## config.mk

```make
export PLATFORM = sky130hd
export DESIGN_NAME = speech_endpoint_fsm
export DESIGN_NICKNAME = d
export VERILOG_FILES = /design/src/rtl/sepf_pkg.sv /design/src/rtl/sepf_cfg.sv /design/src/rtl/sepf_fsm.sv /design/src/rtl/speech_endpoint_fsm.sv
export SDC_FILE = /design/constraint.sdc
export NUM_CORES = 1
export LEC_CHECK = 0
export ABC_AREA = 1
export BUFFER_PORTS_ARGS = -buffer_cell sky130_fd_sc_hd__buf_2
export CAP_MARGIN = 30
export CORE_MARGIN = 5
export CORE_UTILIZATION = 25
export CTS_CLUSTER_DIAMETER = 100
export DETAILED_ROUTE_END_ITERATION = 8
export HOLD_SLACK_MARGIN = 0.06
export PLACE_DENSITY_LB_ADDON = 0.05
export RECOVER_POWER = 50
export SLEW_MARGIN = 0
export SYNTH_ARGS = -nofsm -noshare
export SYNTH_HDL_FRONTEND = slang
export SYNTH_SLANG_ARGS = --single-unit
export TNS_END_PERCENT = 1
```

## constraint.sdc

```tcl
create_clock -name clk -period 2.2 [get_ports clk]
set_input_delay 0.22 -clock clk [delete_from_list [all_inputs] [get_ports clk]]
set_output_delay 0.22 -clock clk [all_outputs]
set_load 0.01 [all_outputs]
```

## src/rtl/sepf_pkg.sv

```systemverilog
package sepf_pkg;

  localparam int CNT_W     = 10;
  localparam int LBL_W     = 2;
  localparam int CFG_IDX_W = 2;
  localparam int CFG_DAT_W = 10;

  localparam logic [CNT_W-1:0] CNT_MAX = '1;
  localparam logic [CNT_W-1:0] CNT_ONE = CNT_W'(1);

  // reset values of the hangover lengths
  localparam logic [CNT_W-1:0] LEADER_RST  = CNT_W'(5);
  localparam logic [CNT_W-1:0] TRAILER_RST = CNT_W'(10);
  localparam logic [CNT_W-1:0] CANCEL_RST  = CNT_W'(5);

  // register indexes
  localparam logic [CFG_IDX_W-1:0] REG_LEADER  = CFG_IDX_W'(0);
  localparam logic [CFG_IDX_W-1:0] REG_TRAILER = CFG_IDX_W'(1);
  localparam logic [CFG_IDX_W-1:0] REG_CANCEL  = CFG_IDX_W'(2);

  typedef enum logic [2:0] {
    ST_IDLE    = 3'd0,
    ST_LEADER  = 3'd1,
    ST_CANCEL  = 3'd2,
    ST_SPEECH  = 3'd3,
    ST_TRAILER = 3'd4
  } state_t;

  typedef enum logic [LBL_W-1:0] {
    LBL_SILENCE = 2'd0,
    LBL_MAYBE   = 2'd1,
    LBL_SPEECH  = 2'd2
  } label_t;

  typedef struct packed {
    logic [CNT_W-1:0] leader;
    logic [CNT_W-1:0] trailer;
    logic [CNT_W-1:0] cancel;
  } hang_cfg_t;

endpackage

```

## src/rtl/sepf_cfg.sv

```systemverilog
module sepf_cfg (
  input  logic                                clk,
  input  logic                                rst_n,
  input  logic                                cfg_we,
  input  logic [sepf_pkg::CFG_IDX_W-1:0]      cfg_index,
  input  logic [sepf_pkg::CFG_DAT_W-1:0]      cfg_wdata,
  output sepf_pkg::hang_cfg_t                 hang
);
  import sepf_pkg::*;

  hang_cfg_t hang_r;
  hang_cfg_t hang_nxt;

  always_comb begin
    hang_nxt = hang_r;
    if (cfg_we) begin
      case (cfg_index)
        REG_LEADER:  hang_nxt.leader  = cfg_wdata[CNT_W-1:0];
        REG_TRAILER: hang_nxt.trailer = cfg_wdata[CNT_W-1:0];
        REG_CANCEL:  hang_nxt.cancel  = cfg_wdata[CNT_W-1:0];
        default:     hang_nxt = hang_r;  // unmapped index, ignored
      endcase
    end
  end

  always_ff @(posedge clk) begin
    if (!rst_n) begin
      hang_r.leader  <= LEADER_RST;
      hang_r.trailer <= TRAILER_RST;
      hang_r.cancel  <= CANCEL_RST;
    end else begin
      hang_r <= hang_nxt;
    end
  end

  assign hang = hang_r;

endmodule

```

## src/rtl/sepf_fsm.sv

```systemverilog
module sepf_fsm (
  input  logic                clk,
  input  logic                rst_n,
  input  logic                step,
  input  logic                owner,
  input  sepf_pkg::hang_cfg_t hang,
  output sepf_pkg::label_t    label
);
  import sepf_pkg::*;

  state_t           state_r;
  state_t           state_nxt;
  logic [CNT_W-1:0] cnt_r;
  logic [CNT_W-1:0] cnt_nxt;
  logic [CNT_W-1:0] cnt_inc;
  logic             leader_hit;
  logic             trailer_hit;
  logic             cancel_hit;

  // saturating run count, compared after the bump
  assign cnt_inc     = (cnt_r == CNT_MAX) ? CNT_MAX : cnt_r + CNT_ONE;
  assign leader_hit  = (cnt_inc >= hang.leader);
  assign trailer_hit = (cnt_inc >= hang.trailer);
  assign cancel_hit  = (cnt_inc >= hang.cancel);

  always_comb begin
    state_nxt = state_r;
    cnt_nxt   = cnt_r;
    case (state_r)
      ST_LEADER: begin
        if (owner) begin
          cnt_nxt = cnt_inc;
          if (leader_hit) state_nxt = ST_SPEECH;
        end else begin
          state_nxt = ST_CANCEL;
          cnt_nxt   = CNT_ONE;
        end
      end
      ST_CANCEL: begin
        if (owner) begin
          state_nxt = ST_LEADER;
          cnt_nxt   = CNT_ONE;
        end else begin
          cnt_nxt = cnt_inc;
          if (cancel_hit) state_nxt = ST_IDLE;
        end
      end
      ST_SPEECH: begin
        if (!owner) begin
          state_nxt = ST_TRAILER;
          cnt_nxt   = CNT_ONE;
        end
      end
      ST_TRAILER: begin
        if (owner) begin
          state_nxt = ST_SPEECH;
        end else begin
          cnt_nxt = cnt_inc;
          if (trailer_hit) state_nxt = ST_IDLE;
        end
      end
      default: begin
        if (owner) begin
          state_nxt = ST_LEADER;
          cnt_nxt   = CNT_ONE;
        end else begin
          state_nxt = ST_IDLE;
        end
      end
    endcase
  end

  always_comb begin
    case (state_r)
      ST_LEADER:  label = (owner && leader_hit) ? LBL_SPEECH : LBL_MAYBE;
      ST_CANCEL:  label = (!owner && cancel_hit) ? LBL_SILENCE : LBL_MAYBE;
      ST_SPEECH:  label = LBL_SPEECH;
      ST_TRAILER: label = (!owner && trailer_hit) ? LBL_SILENCE : LBL_SPEECH;
      default:    label = owner ? LBL_MAYBE : LBL_SILENCE;
    endcase
  end

  always_ff @(posedge clk) begin
    if (!rst_n) begin
      state_r <= ST_IDLE;
      cnt_r   <= '0;
    end else if (step) begin
      state_r <= state_nxt;
      cnt_r   <= cnt_nxt;
    end
  end

endmodule

```

## src/rtl/speech_endpoint_fsm.sv

```systemverilog
// Speech endpointer with hangover.
// Input channel (in_valid / in_stall / in_is_owner): one item per audio frame,
// the flag is high when the frame was classified as the owner speaker.
// Result channel (out_valid / out_stall / out_endpoint_label): one item per
// input item, in order: 0 silence, 1 maybe speech, 2 speech.
// Config port (cfg_we / cfg_index / cfg_wdata): index 0 leader, 1 trailer,
// 2 cancel hangover length in frames; write only while no item is in flight.
// Path: an accepted item is captured in the input register, then moves with
// the state update into the result register once that register is free.
// Throughput: one item per cycle while the receiver does not stall.
// Reset (synchronous, rst_n low): state idle, run count zero, lengths
// 5 / 10 / 5, both pipeline registers empty.
// When the receiver stalls, the result register holds; the input register
// still fills, and in_stall rises once it holds an item behind the stalled
// result register.
module speech_endpoint_fsm (
  input  logic                                clk,
  input  logic                                rst_n,
  input  logic                                in_valid,
  output logic                                in_stall,
  input  logic                                in_is_owner,
  output logic                                out_valid,
  input  logic                                out_stall,
  output logic [sepf_pkg::LBL_W-1:0]          out_endpoint_label,
  input  logic                                cfg_we,
  input  logic [sepf_pkg::CFG_IDX_W-1:0]      cfg_index,
  input  logic [sepf_pkg::CFG_DAT_W-1:0]      cfg_wdata
);
  import sepf_pkg::*;

  hang_cfg_t         hang;
  label_t            label;

  // input register
  logic              s1_valid_r;
  logic              s1_valid_nxt;
  logic              s1_owner_r;

  // result register
  logic              out_valid_r;
  logic              out_valid_nxt;
  logic [LBL_W-1:0]  out_label_r;

  logic              out_free;  // result register can take a new item
  logic              step;      // item moves from input to result register
  logic              in_take;

  assign out_free = !out_valid_r || !out_stall;
  assign step     = s1_valid_r && out_free;
  assign in_stall = s1_valid_r && !out_free;
  assign in_take  = in_valid && !in_stall;

  assign s1_valid_nxt  = in_take || (s1_valid_r && !step);
  assign out_valid_nxt = step || (out_valid_r && out_stall);

  sepf_cfg u_cfg (
    .clk       (clk),
    .rst_n     (rst_n),
    .cfg_we    (cfg_we),
    .cfg_index (cfg_index),
    .cfg_wdata (cfg_wdata),
    .hang      (hang)
  );

  // state and run count advance only when an item moves forward
  sepf_fsm u_fsm (
    .clk   (clk),
    .rst_n (rst_n),
    .step  (step),
    .owner (s1_owner_r),
    .hang  (hang),
    .label (label)
  );

  always_ff @(posedge clk) begin
    if (!rst_n) begin
      s1_valid_r  <= 1'b0;
      out_valid_r <= 1'b0;
    end else begin
      s1_valid_r  <= s1_valid_nxt;
      out_valid_r <= out_valid_nxt;
    end
  end

  // payload registers, no reset needed
  always_ff @(posedge clk) begin
    if (in_take) s1_owner_r  <= in_is_owner;
    if (step)    out_label_r <= label;
  end

  assign out_valid          = out_valid_r;
  assign out_endpoint_label = out_label_r;

  // back-pressure only when both registers hold an item and output is stalled
  a_stall_full: assert property (@(posedge clk) disable iff (!rst_n)
    in_stall |-> (s1_valid_r && out_valid_r && out_stall))
    else $error("in_stall raised while pipeline has room");

  // a waiting item with an empty result register must move on
  a_advance: assert property (@(posedge clk) disable iff (!rst_n)
    (s1_valid_r && !out_valid_r) |=> out_valid_r)
    else $error("item stuck in input register");

  // reset empties the pipeline
  a_reset_empty: assert property (@(posedge clk)
    !rst_n |=> (!s1_valid_r && !out_valid_r))
    else $error("pipeline not empty after reset");

  // the result register never holds a code outside the label set
  a_label_code: assert property (@(posedge clk) disable iff (!rst_n)
    out_valid_r |-> (out_label_r <= LBL_SPEECH))
    else $error("illegal endpoint label");

endmodule

```

==> results.toml <==
[clocking]
htreeDepth = 2
path_clk_slew_ns = 0.07
numCtsBuffers = 5
cts_root_buf = "clkbuf_16"
clock_latency_ns = 0.30
cts_tree = "built"
cts.sink_count = 48
cts_buffer_depth = 2

[global_route]
grt_max_degree = 22
grt_pass1_vias = 2676
antenna_found_initial = 0
gr-total-overflow = 0
grt_use_total_pct = 12.97
grt_pass1_wl_mm = 13.46

[place]
place.gp.congestion = 0.7770
dp_hpwl_mm = 5.894
port_buffers = 21

[sta]
setup_slack_ns = -0.2313
setup_violations = 5
rsz0062_at_grt = "true"
slew_viol_final = 0
fin_crit_sh_pct = 110.5
relSlewSlack_pct = 57.74
fin_skew_ns = 0.006574
max_freq_mhz = 411.3
hold_violations = 0
tns_ns = -1.059
worst_pin_slew_ns = 0.6321
fin_crit_ns = 2.431
holdWs_ns = 0.09355

[cells_and_area]
n_antenna_cell = 0
utilization_pct = 35.60
drive_above_1_share_pct = 26.96
nets = 508
area_growth_pct = 37.78

[detailed_routing]
dr.pass1.iters = 4
via_per_inst = 4.415
vias = 2649
wl_per_cell_um = 13.41
drtAntennaViolNets = 0
drt_iter0_markers = 119
routed_wl_mm = 8.046
drc_errors = 0

[synthesis]
synth_edf_count = 3
syn-instance-count = 404
synth_fa_ha_area_share_pct = 13.73
synth_xor_xnor_area_share_pct = 0
yosysWarnings = 0
yosysTopAreaCellShare_pct = 31.89
yosys-top-cells-area = "dfxtp_1 (32%), ha_1 (14%), nand2_1 (12%), inv_1 (9.4%), a21oi_1 (8.0%)"
synth_top_family_by_area = "simple AND/OR/NAND/NOR gates"
ys_ff_latch = 48
synth_nets = 453
synth_area_mm2 = 0.002825
ys_dominant_reg_cell = "dfxtp_1"
yosysSeqAreaShare_pct = 35.08
synthMuxAreaShare_pct = 0
synth_compound_area_share_pct = 15.46
synth_top_cell_by_area = "dfxtp_1"
ys_types = 27
yosys.area_share.simple_pct = 24.62
postSynth.asyncResetShare_pct = 0
syn_area_per_cell_um2 = 6.993

[worst_setup_path]
cpMostUsedCell = "nand3_4"
cpMaxStageDelayCell = "dfxtp_4"
slowest_delay_ns = 0.37
cp.required_ns = 2.22
path_cells = "ha_4 -> nand2_4 -> inv_4 -> nand3_4 -> inv_6 -> nand3_4 -> nand3_4 -> ha_4 -> nand2_2 -> inv_1 -> a21oi_2 -> nand3_1 -> nand2_2 -> o2111ai_1"
crit_type = "flop to flop"
start_kind = "flop"
worstPathArrival_ns = 2.45
end_kind = "flop"
critPathMaxFanout = 5

[floorplan]
core_mm2 = 0.01094
start_util_pct = 25.84
ioPinCount = 22
die_area_mm2 = 0.01353
fp.dieW_um = 116.3
die_h_um = 116.3
rows = 38

[power_and_ir_drop]
cellPowerDensity_mw_per_mm2 = 528.4
p_leak_nw = 1.744
ir_drop_v = 0.0002992

[outcome]
violations = "setup timing"
outcome = "complete, but fails checks"

[worst_hold_path]
hold_path_class = "input pin to flop"

[job]
drv_cap = 0
==> metrics by stage <==
stage | area, µm² | setup WS, ns | instances | total power (W)
2_1_floorplan | 2843 | 0.003510 | 404 | 0.001137
3_3_place_gp | 3263 | -0.5035 | 580 | 0.001232
3_5_place_dp | 3263 | -0.5273 | 580 | 0.001232
4_1_cts | 3704 | -0.1858 | 593 | 0.002089
5_1_grt | 3892 | -0.4127 | 600 | 0.002191
6_report | 3892 | -0.2313 | 600 | 0.002057
==> path summary, 6_finish.rpt <==
check            startpoint               endpoint  slack (ns)  depth (start not counted)
max          u_fsm.cnt_r[0]  out_endpoint_label[1]       -0.23                         14
min             in_is_owner             s1_owner_r        0.09                          1
max reg2reg  u_fsm.cnt_r[0]  out_endpoint_label[1]       -0.23                         14
min reg2reg   u_cfg.hang[1]          u_cfg.hang[1]        0.47                          2
==> flip-flops by register name, summed over array words and instances (netlist names) <==
register and count:
u_fsm.cnt_r 10, out_endpoint_label 2, u_fsm.state_r 3, s1_valid_r 1, out_valid 1, s1_owner_r 1
u_cfg.hang 30
==> cells in the final DEF, fill, tap and decap left out, types with 2 or more instances in the layout <==
master / n
nand2_1: 80
inv_1: 67
dfxtp_1: 42
a21oi_1: 41
buf_4: 32
o21ai_0: 25
nor2_1: 22
ha_1: 21
buf_2: 15
nand3_1: 11
nand3_4: 10
nand2_2: 10
ha_4: 10
clkbuf_1: 7
inv_2: 5
nand4_1: 5
clkbuf_16: 5
nor2_4: 4
a21oi_2: 4
nor2_2: 4
o211ai_1: 4
nand2_4: 3
nor3_4: 3
o21ai_2: 3
nor3_1: 3
edfxtp_1: 3
inv_6: 2
nand3_2: 2
buf_6: 2
dfxtp_4: 2
==> power by group <==
| group | internal [W] | switching (W) | total (W) |
|---|---|---|---|
| registers | 0.000919 | 0.0000176 | 0.000937 |
| clock network | 0.000454 | 0.000358 | 0.000812 |
| logic | 0.000114 | 0.000195 | 0.000308 |
==> synth_stat cells (2+ instances only) <==
| master | instances |
|---|---|
| nand2_1 | 90 |
| inv_1 | 71 |
| a21oi_1 | 45 |
| dfxtp_1 | 45 |
| ha_1 | 31 |
| o21ai_0 | 30 |
| nor2_1 | 28 |
| nand3_1 | 21 |
| clkbuf_1 | 6 |
| nand4_1 | 5 |
| inv_2 | 4 |
| nor3_1 | 4 |
| o211ai_1 | 4 |
| edfxtp_1 | 3 |
| nand2_2 | 3 |
| buf_2 | 2 |
| nor3_2 | 2 |
==> final cells by class <==
class	instances	area, µm²
Inverter	75	294.0
Clock inverter	1	7.507
Clock buffer	7	142.6
Tap cell	140	175.2
Fill cell	1217	7043
Timing Repair Buffer	55	360.3
Multi-Input combinational cell	274	1913
Sequential cell	48	999.7
==> layer usage <==
metal  share of wire [%]  wire length, µm  GRT usage, %  vias up
met3                 4.2              337         3.212        9
met1                  47             3818         16.15     1190
met5                   0                0             0        -
met2                  47             3751         21.82       30
li1                    -                -             -     1420
met4                 1.7              139         4.486        0
==> what timing repair did <==
item                                    CTS  global route
hold buffers                              0             0
setup buffers                             4             7
resized for setup                        55            28
endpoints found under the hold margin     0             0
endpoints found under the setup margin    5             5
pin swaps                                20            21
cloned                                    1             0
==> logic make-up after synthesis <==
logic type	after synthesis
compound gates	83
simple gates	159
flops	48
buf+inv	83
fa+ha+maj	31
==> worst max-delay path: cells and delay by family, from the launching register on <==
kind | cells | cell delay [ns]
compound gates | 2 | 0.32
buf+inv | 3 | 0.23
fa+ha+maj | 2 | 0.37
simple gates | 7 | 0.85
flops | 1 | 0.37
Power figures use the tool's default switching activity.
